**config.mk**
```make
export PLATFORM = sky130hd
export DESIGN_NAME = record_deframer_sha256_check
export DESIGN_NICKNAME = d
export VERILOG_FILES = /design/src/hdl/rds_pkg.sv /design/src/hdl/rds_front.sv /design/src/hdl/rds_fifo.sv /design/src/hdl/rds_sha_core.sv /design/src/hdl/rds_back.sv /design/src/hdl/record_deframer_sha256_check.sv
export SDC_FILE = /design/constraint.sdc
export NUM_CORES = 2
export LEC_CHECK = 0
export BUFFER_PORTS_ARGS = -buffer_cell sky130_fd_sc_hd__buf_4
export CORE_ASPECT_RATIO = 1.5
export CORE_MARGIN = 2
export CORE_UTILIZATION = 35
export CTS_BUF_LIST = sky130_fd_sc_hd__clkbuf_8
export DETAILED_ROUTE_END_ITERATION = 10
export GPL_TIMING_DRIVEN = 0
export SLEW_MARGIN = 20
export SYNTH_ARGS = -nofsm -noshare
export SYNTH_HDL_FRONTEND = slang
export SYNTH_SLANG_ARGS = --single-unit
export TNS_END_PERCENT = 1
```
**constraint.sdc**
```tcl
create_clock -name clk_i -period 43.3 [get_ports clk_i]
set_input_delay 4.33 -clock clk_i [delete_from_list [all_inputs] [get_ports clk_i]]
set_output_delay 4.33 -clock clk_i [all_outputs]
set_load 0.05 [all_outputs]
```
**src/hdl/rds_pkg.sv**
```systemverilog
// Shared types, constants and SHA-256 helpers for the record deframer.
package rds_pkg;

  localparam int unsigned FifoDepth = 4;
  localparam int unsigned FifoPtrW  = $clog2(FifoDepth);

  localparam logic [2:0] StComplete = 3'd0;
  localparam logic [2:0] StEnd      = 3'd1;
  localparam logic [2:0] StBadSize  = 3'd2;
  localparam logic [2:0] StPartLen  = 3'd3;
  localparam logic [2:0] StPartRec  = 3'd4;

  localparam logic OpData = 1'b0;
  localparam logic OpEnd  = 1'b1;

  localparam logic KindPayload = 1'b0;
  localparam logic KindStatus  = 1'b1;

  typedef enum logic [1:0] {
    PH_LEN,
    PH_PAY,
    PH_DIG,
    PH_DROP
  } phase_e;

  typedef enum logic [2:0] {
    CMD_PASS,
    CMD_DIG,
    CMD_CHECK,
    CMD_STATUS,
    CMD_START
  } cmd_e;

  typedef enum logic [0:0] {
    BS_RUN,
    BS_WAIT
  } back_state_e;

  typedef enum logic [1:0] {
    CS_IDLE,
    CS_PAD,
    CS_ROUND,
    CS_ADD
  } core_state_e;

  typedef struct packed {
    cmd_e        op;
    logic [7:0]  data;
    logic        last;
    logic [2:0]  status;
    logic [31:0] length;
  } cmd_t;

  typedef struct packed {
    logic       start;
    logic       feed;
    logic       finish;
    logic [7:0] data;
  } core_req_t;

  typedef struct packed {
    logic         idle;
    logic [255:0] digest;
  } core_rsp_t;

  function automatic logic [31:0] round_k(input logic [5:0] idx);
    logic [31:0] k;
    case (idx)
      6'd0:  k = 32'h428a2f98; 6'd1:  k = 32'h71374491; 6'd2:  k = 32'hb5c0fbcf;
      6'd3:  k = 32'he9b5dba5; 6'd4:  k = 32'h3956c25b; 6'd5:  k = 32'h59f111f1;
      6'd6:  k = 32'h923f82a4; 6'd7:  k = 32'hab1c5ed5; 6'd8:  k = 32'hd807aa98;
      6'd9:  k = 32'h12835b01; 6'd10: k = 32'h243185be; 6'd11: k = 32'h550c7dc3;
      6'd12: k = 32'h72be5d74; 6'd13: k = 32'h80deb1fe; 6'd14: k = 32'h9bdc06a7;
      6'd15: k = 32'hc19bf174; 6'd16: k = 32'he49b69c1; 6'd17: k = 32'hefbe4786;
      6'd18: k = 32'h0fc19dc6; 6'd19: k = 32'h240ca1cc; 6'd20: k = 32'h2de92c6f;
      6'd21: k = 32'h4a7484aa; 6'd22: k = 32'h5cb0a9dc; 6'd23: k = 32'h76f988da;
      6'd24: k = 32'h983e5152; 6'd25: k = 32'ha831c66d; 6'd26: k = 32'hb00327c8;
      6'd27: k = 32'hbf597fc7; 6'd28: k = 32'hc6e00bf3; 6'd29: k = 32'hd5a79147;
      6'd30: k = 32'h06ca6351; 6'd31: k = 32'h14292967; 6'd32: k = 32'h27b70a85;
      6'd33: k = 32'h2e1b2138; 6'd34: k = 32'h4d2c6dfc; 6'd35: k = 32'h53380d13;
      6'd36: k = 32'h650a7354; 6'd37: k = 32'h766a0abb; 6'd38: k = 32'h81c2c92e;
      6'd39: k = 32'h92722c85; 6'd40: k = 32'ha2bfe8a1; 6'd41: k = 32'ha81a664b;
      6'd42: k = 32'hc24b8b70; 6'd43: k = 32'hc76c51a3; 6'd44: k = 32'hd192e819;
      6'd45: k = 32'hd6990624; 6'd46: k = 32'hf40e3585; 6'd47: k = 32'h106aa070;
      6'd48: k = 32'h19a4c116; 6'd49: k = 32'h1e376c08; 6'd50: k = 32'h2748774c;
      6'd51: k = 32'h34b0bcb5; 6'd52: k = 32'h391c0cb3; 6'd53: k = 32'h4ed8aa4a;
      6'd54: k = 32'h5b9cca4f; 6'd55: k = 32'h682e6ff3; 6'd56: k = 32'h748f82ee;
      6'd57: k = 32'h78a5636f; 6'd58: k = 32'h84c87814; 6'd59: k = 32'h8cc70208;
      6'd60: k = 32'h90befffa; 6'd61: k = 32'ha4506ceb; 6'd62: k = 32'hbef9a3f7;
      default: k = 32'hc67178f2;
    endcase
    return k;
  endfunction

  function automatic logic [31:0] init_h(input logic [2:0] idx);
    logic [31:0] h;
    case (idx)
      3'd0: h = 32'h6a09e667; 3'd1: h = 32'hbb67ae85;
      3'd2: h = 32'h3c6ef372; 3'd3: h = 32'ha54ff53a;
      3'd4: h = 32'h510e527f; 3'd5: h = 32'h9b05688c;
      3'd6: h = 32'h1f83d9ab;
      default: h = 32'h5be0cd19;
    endcase
    return h;
  endfunction

  function automatic logic [31:0] rotr(input logic [31:0] x, input int unsigned n);
    return (x >> n) | (x << (32 - n));
  endfunction

endpackage

```
**src/hdl/rds_front.sv**
```systemverilog
// Front end: length parsing, size check and classification of each beat into a command.
module rds_front #(
  parameter int unsigned LENGTH_BITS = 32
) (
  input  logic               clk_i,
  input  logic               rst_ni,
  input  logic               in_valid_i,
  output logic               in_ready_o,
  input  logic               opcode_i,
  input  logic [7:0]         data_byte_i,
  input  logic [31:0]        max_len_i,
  input  logic               q_full_i,
  output logic               q_push_o,
  output rds_pkg::cmd_t      q_cmd_o
);
  import rds_pkg::*;

  phase_e                 phase_q, phase_d;
  logic [LENGTH_BITS-1:0] cnt_q, cnt_d;
  logic [31:0]            rec_q, rec_d;
  logic [31:0]            len_new;
  logic                   take, bad, last;

  assign in_ready_o = !q_full_i;
  assign take       = in_valid_i && !q_full_i;

  always_comb begin
    len_new = rec_q | (32'(data_byte_i) << {cnt_q[1:0], 3'b000});
    bad     = (len_new == 32'd0) || (len_new > max_len_i) ||
              ((64'(len_new) >> LENGTH_BITS) != 64'd0);
    last    = (33'(cnt_q) + 33'd1) == 33'(rec_q);
  end

  // next state
  always_comb begin
    phase_d = phase_q;
    cnt_d   = cnt_q;
    rec_d   = rec_q;
    if (take) begin
      if (opcode_i == OpEnd) begin
        phase_d = PH_LEN;
        cnt_d   = '0;
        rec_d   = '0;
      end else begin
        case (phase_q)
          PH_LEN: begin
            rec_d = len_new;
            cnt_d = cnt_q + 1'b1;
            if (cnt_q[1:0] == 2'd3) begin
              cnt_d   = '0;
              phase_d = bad ? PH_DROP : PH_PAY;
            end
          end
          PH_PAY: begin
            if (last) begin
              phase_d = PH_DIG;
              cnt_d   = '0;
            end else begin
              cnt_d = cnt_q + 1'b1;
            end
          end
          PH_DIG: begin
            if (cnt_q[4:0] == 5'd31) begin
              phase_d = PH_LEN;
              cnt_d   = '0;
              rec_d   = '0;
            end else begin
              cnt_d = cnt_q + 1'b1;
            end
          end
          default: phase_d = phase_q;
        endcase
      end
    end
  end

  // command to the queue
  always_comb begin
    q_push_o = 1'b0;
    q_cmd_o  = '{op: CMD_STATUS, data: data_byte_i, last: 1'b0, status: StEnd,
                 length: rec_q};
    if (take) begin
      if (opcode_i == OpEnd) begin
        case (phase_q)
          PH_DROP: q_push_o = 1'b0;
          PH_LEN: begin
            q_push_o       = 1'b1;
            q_cmd_o.length = '0;
            q_cmd_o.status = (cnt_q == '0) ? StEnd : StPartLen;
          end
          default: begin
            q_push_o       = 1'b1;
            q_cmd_o.status = StPartRec;
          end
        endcase
      end else begin
        case (phase_q)
          PH_LEN: begin
            if (cnt_q[1:0] == 2'd3) begin
              q_push_o       = 1'b1;
              q_cmd_o.length = len_new;
              if (bad) begin
                q_cmd_o.status = StBadSize;
              end else begin
                q_cmd_o.op = CMD_START;
              end
            end
          end
          PH_PAY: begin
            q_push_o     = 1'b1;
            q_cmd_o.op   = CMD_PASS;
            q_cmd_o.last = last;
          end
          PH_DIG: begin
            q_push_o   = 1'b1;
            q_cmd_o.op = (cnt_q[4:0] == 5'd31) ? CMD_CHECK : CMD_DIG;
          end
          default: q_push_o = 1'b0;
        endcase
      end
    end
  end

  always_ff @(posedge clk_i or negedge rst_ni) begin
    if (!rst_ni) begin
      phase_q <= PH_LEN;
      cnt_q   <= '0;
      rec_q   <= '0;
    end else begin
      phase_q <= phase_d;
      cnt_q   <= cnt_d;
      rec_q   <= rec_d;
    end
  end

endmodule

```
**src/hdl/rds_fifo.sv**
```systemverilog
// Short command queue between the front end and the back end.
module rds_fifo (
  input  logic          clk_i,
  input  logic          rst_ni,
  input  logic          push_i,
  input  rds_pkg::cmd_t push_cmd_i,
  input  logic          pop_i,
  output rds_pkg::cmd_t head_o,
  output logic          empty_o,
  output logic          full_o
);
  import rds_pkg::*;

  cmd_t                mem_q [FifoDepth];
  logic [FifoPtrW-1:0] wr_q, rd_q;
  logic [FifoPtrW:0]   cnt_q;
  logic                do_push, do_pop;

  assign empty_o = (cnt_q == '0);
  assign full_o  = (cnt_q == (FifoPtrW+1)'(FifoDepth));
  assign head_o  = mem_q[rd_q];
  assign do_push = push_i && !full_o;
  assign do_pop  = pop_i && !empty_o;

  always_ff @(posedge clk_i or negedge rst_ni) begin
    if (!rst_ni) begin
      wr_q  <= '0;
      rd_q  <= '0;
      cnt_q <= '0;
    end else begin
      if (do_push) wr_q <= wr_q + 1'b1;
      if (do_pop) rd_q <= rd_q + 1'b1;
      cnt_q <= cnt_q + (FifoPtrW+1)'(do_push) - (FifoPtrW+1)'(do_pop);
    end
  end

  always_ff @(posedge clk_i) begin
    if (do_push) mem_q[wr_q] <= push_cmd_i;
  end

endmodule

```
**src/hdl/rds_sha_core.sv**
```systemverilog
// SHA-256 engine: byte loading, padding sequencer and one compression round a cycle.
module rds_sha_core (
  input  logic               clk_i,
  input  logic               rst_ni,
  input  rds_pkg::core_req_t req_i,
  output rds_pkg::core_rsp_t rsp_o
);
  import rds_pkg::*;

  core_state_e state_q, state_d;
  logic [31:0] h_q [8];
  logic [31:0] v_q [8];
  logic [31:0] w_q [16];
  logic [34:0] bits_q;
  logic [5:0]  rnd_q;
  logic        pad_q, first_q, lenph_q;
  logic [2:0]  lcnt_q;
  logic [63:0] len_q;
  logic [5:0]  pos;
  logic        shift_en;
  logic [7:0]  byte_in;
  logic [31:0] t1, t2, s0, s1, w_new;

  assign pos = bits_q[8:3];

  always_comb begin
    shift_en = ((state_q == CS_IDLE) && req_i.feed) || (state_q == CS_PAD);
    if (state_q != CS_PAD)                byte_in = req_i.data;
    else if (first_q)                     byte_in = 8'h80;
    else if (lenph_q || (pos == 6'd56))   byte_in = len_q[63:56];
    else                                  byte_in = 8'h00;
  end

  always_comb begin
    state_d = state_q;
    case (state_q)
      CS_IDLE: begin
        if (req_i.feed && (pos == 6'd63)) state_d = CS_ROUND;
        else if (req_i.finish)            state_d = CS_PAD;
      end
      CS_PAD:   if (pos == 6'd63) state_d = CS_ROUND;
      CS_ROUND: if (rnd_q == 6'd63) state_d = CS_ADD;
      CS_ADD:   state_d = pad_q ? CS_PAD : CS_IDLE;
      default:  state_d = CS_IDLE;
    endcase
  end

  always_comb begin
    t1 = v_q[7] + (rotr(v_q[4], 6) ^ rotr(v_q[4], 11) ^ rotr(v_q[4], 25)) +
         ((v_q[4] & v_q[5]) ^ (~v_q[4] & v_q[6])) + round_k(rnd_q) + w_q[0];
    t2 = (rotr(v_q[0], 2) ^ rotr(v_q[0], 13) ^ rotr(v_q[0], 22)) +
         ((v_q[0] & v_q[1]) ^ (v_q[0] & v_q[2]) ^ (v_q[1] & v_q[2]));
    s0 = rotr(w_q[1], 7) ^ rotr(w_q[1], 18) ^ (w_q[1] >> 3);
    s1 = rotr(w_q[14], 17) ^ rotr(w_q[14], 19) ^ (w_q[14] >> 10);
    w_new = w_q[0] + s0 + w_q[9] + s1;
  end

  always_ff @(posedge clk_i or negedge rst_ni) begin
    if (!rst_ni) begin
      state_q <= CS_IDLE;
      bits_q  <= '0;
      pad_q   <= 1'b0;
      first_q <= 1'b0;
      lenph_q <= 1'b0;
      lcnt_q  <= '0;
      rnd_q   <= '0;
      for (int i = 0; i < 8; i++) h_q[i] <= init_h(3'(i));
    end else begin
      state_q <= state_d;
      if ((state_q == CS_IDLE) && req_i.start) begin
        bits_q <= '0;
        for (int i = 0; i < 8; i++) h_q[i] <= init_h(3'(i));
      end
      if (shift_en) bits_q <= bits_q + 35'd8;
      if ((state_q == CS_IDLE) && !req_i.feed && req_i.finish) begin
        pad_q   <= 1'b1;
        first_q <= 1'b1;
      end
      if (state_q == CS_PAD) begin
        first_q <= 1'b0;
        if (!first_q && (lenph_q || (pos == 6'd56))) begin
          lenph_q <= 1'b1;
          lcnt_q  <= lcnt_q + 1'b1;
          if (lcnt_q == 3'd7) begin
            lenph_q <= 1'b0;
            pad_q   <= 1'b0;
          end
        end
      end
      if (shift_en && (pos == 6'd63)) rnd_q <= '0;
      else if (state_q == CS_ROUND)  rnd_q <= rnd_q + 1'b1;
      if (state_q == CS_ADD) begin
        for (int i = 0; i < 8; i++) h_q[i] <= h_q[i] + v_q[i];
      end
    end
  end

  // message window, working variables and length latch
  always_ff @(posedge clk_i) begin
    if ((state_q == CS_IDLE) && !req_i.feed && req_i.finish) len_q <= 64'(bits_q);
    else if ((state_q == CS_PAD) && !first_q && (lenph_q || (pos == 6'd56)))
      len_q <= {len_q[55:0], 8'h00};
    if (shift_en) begin
      for (int i = 0; i < 15; i++) w_q[i] <= {w_q[i][23:0], w_q[i+1][31:24]};
      w_q[15] <= {w_q[15][23:0], byte_in};
      if (pos == 6'd63) begin
        for (int i = 0; i < 8; i++) v_q[i] <= h_q[i];
      end
    end else if (state_q == CS_ROUND) begin
      for (int i = 0; i < 15; i++) w_q[i] <= w_q[i+1];
      w_q[15] <= w_new;
      v_q[7] <= v_q[6];
      v_q[6] <= v_q[5];
      v_q[5] <= v_q[4];
      v_q[4] <= v_q[3] + t1;
      v_q[3] <= v_q[2];
      v_q[2] <= v_q[1];
      v_q[1] <= v_q[0];
      v_q[0] <= t1 + t2;
    end
  end

  assign rsp_o.idle   = (state_q == CS_IDLE);
  assign rsp_o.digest = {h_q[0], h_q[1], h_q[2], h_q[3], h_q[4], h_q[5], h_q[6], h_q[7]};

endmodule

```
**src/hdl/rds_back.sv**
```systemverilog
// Back end: executes queued commands, drives the hash engine and the output register.
module rds_back (
  input  logic               clk_i,
  input  logic               rst_ni,
  input  rds_pkg::cmd_t      head_i,
  input  logic               empty_i,
  output logic               pop_o,
  output rds_pkg::core_req_t core_req_o,
  input  rds_pkg::core_rsp_t core_rsp_i,
  output logic               out_valid_o,
  input  logic               out_ready_i,
  output logic               out_kind_o,
  output logic [7:0]         out_byte_o,
  output logic               out_last_o,
  output logic [2:0]         out_status_o,
  output logic [31:0]        out_length_o,
  output logic               out_ok_o
);
  import rds_pkg::*;

  back_state_e  state_q, state_d;
  logic         ov_q;
  logic         kind_q, last_q, ok_q;
  logic [7:0]   byte_q;
  logic [2:0]   st_q;
  logic [31:0]  len_q, wlen_q;
  logic [255:0] dig_q;
  logic         free, load, shift_dig, run;

  assign free = !ov_q || out_ready_i;
  assign run  = (state_q == BS_RUN) && !empty_i;

  always_comb begin
    state_d = state_q;
    case (state_q)
      BS_RUN:  if (run && (head_i.op == CMD_CHECK) && core_rsp_i.idle) state_d = BS_WAIT;
      BS_WAIT: if (core_rsp_i.idle && free) state_d = BS_RUN;
      default: state_d = BS_RUN;
    endcase
  end

  always_comb begin
    pop_o      = 1'b0;
    load       = 1'b0;
    shift_dig  = 1'b0;
    core_req_o = '{start: 1'b0, feed: 1'b0, finish: 1'b0, data: head_i.data};
    case (state_q)
      BS_RUN: begin
        if (run) begin
          case (head_i.op)
            CMD_PASS: if (core_rsp_i.idle && free) begin
              pop_o           = 1'b1;
              load            = 1'b1;
              core_req_o.feed = 1'b1;
            end
            CMD_DIG: begin
              pop_o     = 1'b1;
              shift_dig = 1'b1;
            end
            CMD_CHECK: if (core_rsp_i.idle) begin
              pop_o             = 1'b1;
              shift_dig         = 1'b1;
              core_req_o.finish = 1'b1;
            end
            CMD_STATUS: if (free) begin
              pop_o = 1'b1;
              load  = 1'b1;
            end
            CMD_START: if (core_rsp_i.idle) begin
              pop_o            = 1'b1;
              core_req_o.start = 1'b1;
            end
            default: pop_o = 1'b1;
          endcase
        end
      end
      BS_WAIT: load = core_rsp_i.idle && free;
      default: load = 1'b0;
    endcase
  end

  always_ff @(posedge clk_i or negedge rst_ni) begin
    if (!rst_ni) begin
      state_q <= BS_RUN;
      ov_q    <= 1'b0;
    end else begin
      state_q <= state_d;
      if (load)             ov_q <= 1'b1;
      else if (out_ready_i) ov_q <= 1'b0;
    end
  end

  always_ff @(posedge clk_i) begin
    if (shift_dig) dig_q <= {dig_q[247:0], head_i.data};
    if (run && (head_i.op == CMD_CHECK)) wlen_q <= head_i.length;
    if (load) begin
      if (state_q == BS_WAIT) begin
        kind_q <= KindStatus;
        byte_q <= 8'h00;
        last_q <= 1'b0;
        st_q   <= StComplete;
        len_q  <= wlen_q;
        ok_q   <= (dig_q == core_rsp_i.digest);
      end else if (head_i.op == CMD_PASS) begin
        kind_q <= KindPayload;
        byte_q <= head_i.data;
        last_q <= head_i.last;
        st_q   <= StComplete;
        len_q  <= head_i.length;
        ok_q   <= 1'b0;
      end else begin
        kind_q <= KindStatus;
        byte_q <= 8'h00;
        last_q <= 1'b0;
        st_q   <= head_i.status;
        len_q  <= head_i.length;
        ok_q   <= 1'b0;
      end
    end
  end

  assign out_valid_o  = ov_q;
  assign out_kind_o   = kind_q;
  assign out_byte_o   = byte_q;
  assign out_last_o   = last_q;
  assign out_status_o = st_q;
  assign out_length_o = len_q;
  assign out_ok_o     = ok_q;

endmodule

```
**src/hdl/record_deframer_sha256_check.sv**
```systemverilog
// Top level: length-prefixed record deframer with SHA-256 digest check.
//
//   port group  dir   tdata / data                          tuser / tlast
//   s_axis      in    [7:0] data_byte                       tuser: opcode
//   m_axis      out   [7:0] byte [10:8] status              tuser: kind
//                     [42:11] length [43] checksum_valid    tlast: payload_last
//   apb         in    0x0 max_payload_bytes                 -
//
// Every 64th hashed byte starts a compression (one SHA-256 round per cycle
// plus the final add). Closing a record pads byte by byte and then runs one
// or two compressions.
// Reset clears the parser, the queue and the hash state; no clearing pass.
// Input is stalled only when the four-entry command queue is full.
module record_deframer_sha256_check #(
  parameter int unsigned LENGTH_BITS = 32
) (
  input  logic        clk_i,
  input  logic        rst_ni,
  input  logic        s_axis_tvalid,
  output logic        s_axis_tready,
  input  logic [7:0]  s_axis_tdata,   // [7:0] data_byte
  input  logic        s_axis_tuser,   // [0] opcode
  output logic        m_axis_tvalid,
  input  logic        m_axis_tready,
  output logic [47:0] m_axis_tdata,   // [7:0] payload_byte, [10:8] status,
                                      // [42:11] payload_length, [43] checksum_valid
  output logic        m_axis_tuser,   // [0] kind
  output logic        m_axis_tlast,
  input  logic        psel,
  input  logic        penable,
  input  logic        pwrite,
  input  logic [2:0]  paddr,
  input  logic [31:0] pwdata,
  output logic [31:0] prdata,
  output logic        pready
);
  import rds_pkg::*;

  logic [31:0] max_q;
  logic        push, pop, empty, full;
  cmd_t        push_cmd, head;
  core_req_t   core_req;
  core_rsp_t   core_rsp;
  logic [2:0]  st;
  logic [31:0] len;
  logic        ok;
  logic [7:0]  pbyte;

  assign pready = 1'b1;
  assign prdata = (paddr[2] == 1'b0) ? max_q : 32'd0;

  always_ff @(posedge clk_i or negedge rst_ni) begin
    if (!rst_ni) begin
      max_q <= 32'd1048576;
    end else if (psel && penable && pwrite && (paddr[2] == 1'b0)) begin
      max_q <= pwdata;
    end
  end

  rds_front #(.LENGTH_BITS(LENGTH_BITS)) u_front (
    .clk_i       (clk_i),
    .rst_ni      (rst_ni),
    .in_valid_i  (s_axis_tvalid),
    .in_ready_o  (s_axis_tready),
    .opcode_i    (s_axis_tuser),
    .data_byte_i (s_axis_tdata),
    .max_len_i   (max_q),
    .q_full_i    (full),
    .q_push_o    (push),
    .q_cmd_o     (push_cmd)
  );

  rds_fifo u_fifo (
    .clk_i      (clk_i),
    .rst_ni     (rst_ni),
    .push_i     (push),
    .push_cmd_i (push_cmd),
    .pop_i      (pop),
    .head_o     (head),
    .empty_o    (empty),
    .full_o     (full)
  );

  rds_sha_core u_sha (
    .clk_i  (clk_i),
    .rst_ni (rst_ni),
    .req_i  (core_req),
    .rsp_o  (core_rsp)
  );

  rds_back u_back (
    .clk_i        (clk_i),
    .rst_ni       (rst_ni),
    .head_i       (head),
    .empty_i      (empty),
    .pop_o        (pop),
    .core_req_o   (core_req),
    .core_rsp_i   (core_rsp),
    .out_valid_o  (m_axis_tvalid),
    .out_ready_i  (m_axis_tready),
    .out_kind_o   (m_axis_tuser),
    .out_byte_o   (pbyte),
    .out_last_o   (m_axis_tlast),
    .out_status_o (st),
    .out_length_o (len),
    .out_ok_o     (ok)
  );

  assign m_axis_tdata = {4'b0000, ok, len, st, pbyte};

endmodule

```
==> results_dict.tcl <==
set metrics [dict create \
    final_nets 10518 \
    netlist_top_cells_area "edfxtp_1 39%, dfrtp_1 6.6%, mux2_2 5.7%" \
    cp-start-kind "register" \
    grt.met1_usage_pct 30.57 \
    final_layout_size_suffix_gt1_share_pct 14.79 \
    vias 81562 \
    cts_buffer_depth 4 \
    cts.sinks 1760 \
    finalHoldViolCount 0 \
    start_util_pct 35.12 \
    hp-start "u_back.dig_q[215]" \
    layout_commonest_cell "edfxtp_1" \
    rsz0062_at_grt "false" \
    drv_slew 0 \
    mostFrequentLayoutCells "1,322 x edfxtp_1, 1,157 x nand2_1, 727 x inv_1, 559 x a21oi_1, 520 x mux2_2" \
    root_buffer "clkbuf_8" \
    hold_buffers 0 \
    required_ns 44.03 \
    setup-tns-final_ns 0 \
    antenna_found_initial 30 \
    grt_max_degree 79 \
    syn-mean-instance-area_um2 10.98 \
    critPathMostFrequentCell "fa_1" \
    routedWlPerCell_um 34.47 \
    gr-usage-met3_pct 6.643 \
    ys_seq_area_share_pct 49.49 \
    timing.max_cap.violations 0 \
    cts_setup_buffers 0 \
    place_hpwl_um 380200 \
    core_area_mm2 0.2916 \
    relSlewSlack_pct 9.443 \
    clock_latency_ns 1.08 \
    post-route-period-util_pct 30.95 \
    dieArea_mm2 0.2970 \
    tritoncts "yes" \
    grt_overflow 0 \
    vias_per_cell 5.865 \
    grt_pass1_wl_um 651300 \
    numPortBuffers 127 \
    place_congestion 1.101 \
    die_h_um 666.5 \
    fill_cells 28123 \
    cts.clk_slew.worst_paths_ns 0.06 \
    fmax_ghz 0.07462 \
    yosys_warnings 0 \
    max_stage_delay_ns 0.96 \
    hold_path.class "reg -> reg" \
    cts_buffers 300 \
    synthArstFlopShare_pct 23.24 \
    status "finished, final reports clean" \
    power_density_mw_per_mm2 32.36 \
    holdPathEnd "u_back.dig_q[223]" \
    synthCells 9329 \
    p_total_mw 3.744 \
    gr-usage-met2_pct 53.91 \
    critPathCaptureType "register" \
    htree_levels 5 \
    fin_skew_ns 0.1167 \
    drcViolationCount 0 \
    num_rows 243 \
    synth.cell_area_mm2 0.1024 \
    io_pins 136 \
    p_leak_nw 47.85 \
    synth-edff-count 1322 \
    ys_types 111 \
    grt_usage_pct 31.65 \
    firstDrtPassIters 7 \
    holdPathStages 0 \
    rr_startpoint "u_sha.rnd_q[1]" \
    rr_worst_depth 30 \
    crit_slowest_cell "nor2_1" \
    worstSetupPathType "reg -> reg" \
    area_growth_pct 12.98 \
    cts_resized 0 \
    r2r_setup_slack_ns 29.90 \
    rr_endpoint "u_sha.v_q[0][31]" \
    synth_top_area_cell "edfxtp_1" \
    wirelength_um 479400 \
    yosys_most_used_dff "edfxtp_1" \
    setup_violations 0 \
    finalWorstPathRequiredPeriod_ns 13.40 \
    busiest_layer "met2" \
    post-synth-top-area-fraction_pct 38.77 \
    drtAntennaViolNets 0 \
    vdd_drop_max_v 0.00003294 \
    die_w_um 445.7 \
    grt_pass1_vias 81653 \
    first_iter_violations 8350 \
    ys_seq_elements 1760 \
    critPathMaxFanout 10 \
    arrival_ns 14.14 \
    tightest_slew_ns 1.349 \
]
critical path, delay by kind of cell (launching register included):
kind / cells / cell delay, ns
DFF: 1 / 0.80
adders and majority gates: 8 / 3.58
xor gates and xnor gates: 2 / 0.95
muxes: 1 / 0.09
and+or+nand+nor: 3 / 1.10
buffers and inverters: 4 / 1.34
AOI/OAI and AO/OA: 12 / 5.20
layout make-up:
type / instances / area (µm²) / share of cell area (%)
clock buffers: 335 / 4611 / 3.985
flip-flops and latches: 1760 / 50690 / 43.81
repair buffers: 192 / 2396 / 2.071
well taps: 3797 / 4751 / 4.106
clock inverters: 203 / 1175 / 1.015
plain buffers: 463 / 1933 / 1.671
diodes: 47 / 117.6 / 0.1017
inverters: 627 / 2354 / 2.034
multi-input cells: 6482 / 47680 / 41.21
report_power, final:
group	internal (mW)	leakage [nW]	total (mW)	switching [mW]
Sequential	1.86	19.1	1.89	0.0280
Clock	0.773	3.33	1.53	0.759
Combinational	0.0996	25.4	0.322	0.223
Total	2.73	47.8	3.74	1.01
per-stage QoR:
stage / cell area, µm² / setup WS (ns) / utilization (%) / std cells / hold slack, ns
after floorplan: 102400 / 26.53 / - / 9332 / 0.4264
after global placement: 108100 / 21.23 / 37.08 / 13256 / 0.4348
after detailed placement: 109700 / 30.46 / 37.63 / 13319 / 0.4332
after CTS: 115500 / 30.35 / 39.62 / 13857 / 0.4424
after global routing: 115600 / 29.76 / 39.65 / 13864 / 0.4561
final: 115700 / 29.90 / 39.68 / 13906 / 0.4438
sequential cells by signal (all words and copies together), names as in the netlist, 2 cells and up:
| signal | flops |
|---|---|
| max_q | 32 |
| u_back.dig_q | 256 |
| u_back.out_byte_o | 8 |
| u_back.out_length_o | 32 |
| u_back.out_status_o | 3 |
| u_back.wlen_q | 32 |
| u_fifo.cnt_q | 3 |
| u_fifo.mem_q | 188 |
| u_fifo.rd_q | 2 |
| u_fifo.wr_q | 2 |
| u_front.cnt_q | 32 |
| u_front.phase_q | 2 |
| u_front.rec_q | 32 |
| u_sha.bits_q | 32 |
| u_sha.lcnt_q | 3 |
| u_sha.len_q | 61 |
| u_sha.rnd_q | 6 |
| u_sha.rsp_o | 256 |
| u_sha.state_q | 2 |
| u_sha.v_q | 256 |
| u_sha.w_q | 512 |
routing by layer:
metal	part of all wire (%)	vias up
li1	-	34786
met1	32	40578
met2	48	4345
met3	6.7	1839
met4	13	14
met5	0.022	-
worst max-delay path by stage:
stage | from | endpoint | slack (ns) | cells past startpoint
2_1_floorplan | m_axis_tready | u_sha.w_q[0][0] | 26.53 | 4
3_3_place_gp | m_axis_tready | u_sha.w_q[0][107] | 21.23 | 5
4_1_cts | u_sha.rnd_q[1] | u_sha.v_q[0][31] | 30.35 | 30
3_5_place_dp | u_sha.rnd_q[1] | u_sha.v_q[0][31] | 30.46 | 30
6_report | u_sha.rnd_q[1] | u_sha.v_q[0][31] | 29.90 | 30
5_1_grt | u_sha.rnd_q[1] | u_sha.v_q[0][31] | 29.76 | 33
cells in the mapped netlist (29+ instances only):
| cell type | count |
|---|---|
| a211oi_1 | 64 |
| a21o_1 | 171 |
| a21oi_1 | 559 |
| a221oi_1 | 58 |
| a22o_1 | 45 |
| a31oi_1 | 86 |
| and2_1 | 30 |
| and3_1 | 51 |
| buf_1 | 43 |
| clkbuf_1 | 385 |
| dfrtp_1 | 272 |
| dfstp_2 | 137 |
| dfxtp_1 | 29 |
| edfxtp_1 | 1322 |
| fa_1 | 196 |
| ha_1 | 445 |
| inv_1 | 624 |
| mux2_2 | 520 |
| mux2i_1 | 41 |
| mux4_2 | 49 |
| nand2_1 | 1158 |
| nand2b_1 | 69 |
| nand3_1 | 167 |
| nand4_1 | 82 |
| nor2_1 | 429 |
| nor2b_1 | 60 |
| nor3_1 | 166 |
| nor4_1 | 62 |
| o211ai_1 | 42 |
| o21a_1 | 58 |
| o21ai_0 | 519 |
| o21bai_1 | 49 |
| o22ai_1 | 69 |
| o2bb2ai_1 | 29 |
| o31ai_1 | 81 |
| xnor2_1 | 453 |
| xor2_1 | 275 |
cells by family after synthesis:
logic type / Yosys count / synth area share (%)
AND/OR/NAND/NOR: 2411 / 10.65
buffers and inverters: 1090 / 4.103
flip-flops: 1760 / 49.49
XOR/XNOR: 730 / 6.270
AO/OA/AOI/OAI: 2064 / 12.81
adder cells (fa/ha/maj): 662 / 9.474
other: 2 / 0.007333
multiplexers: 610 / 7.196
Note: power is estimated with default switching activity, not from simulation.
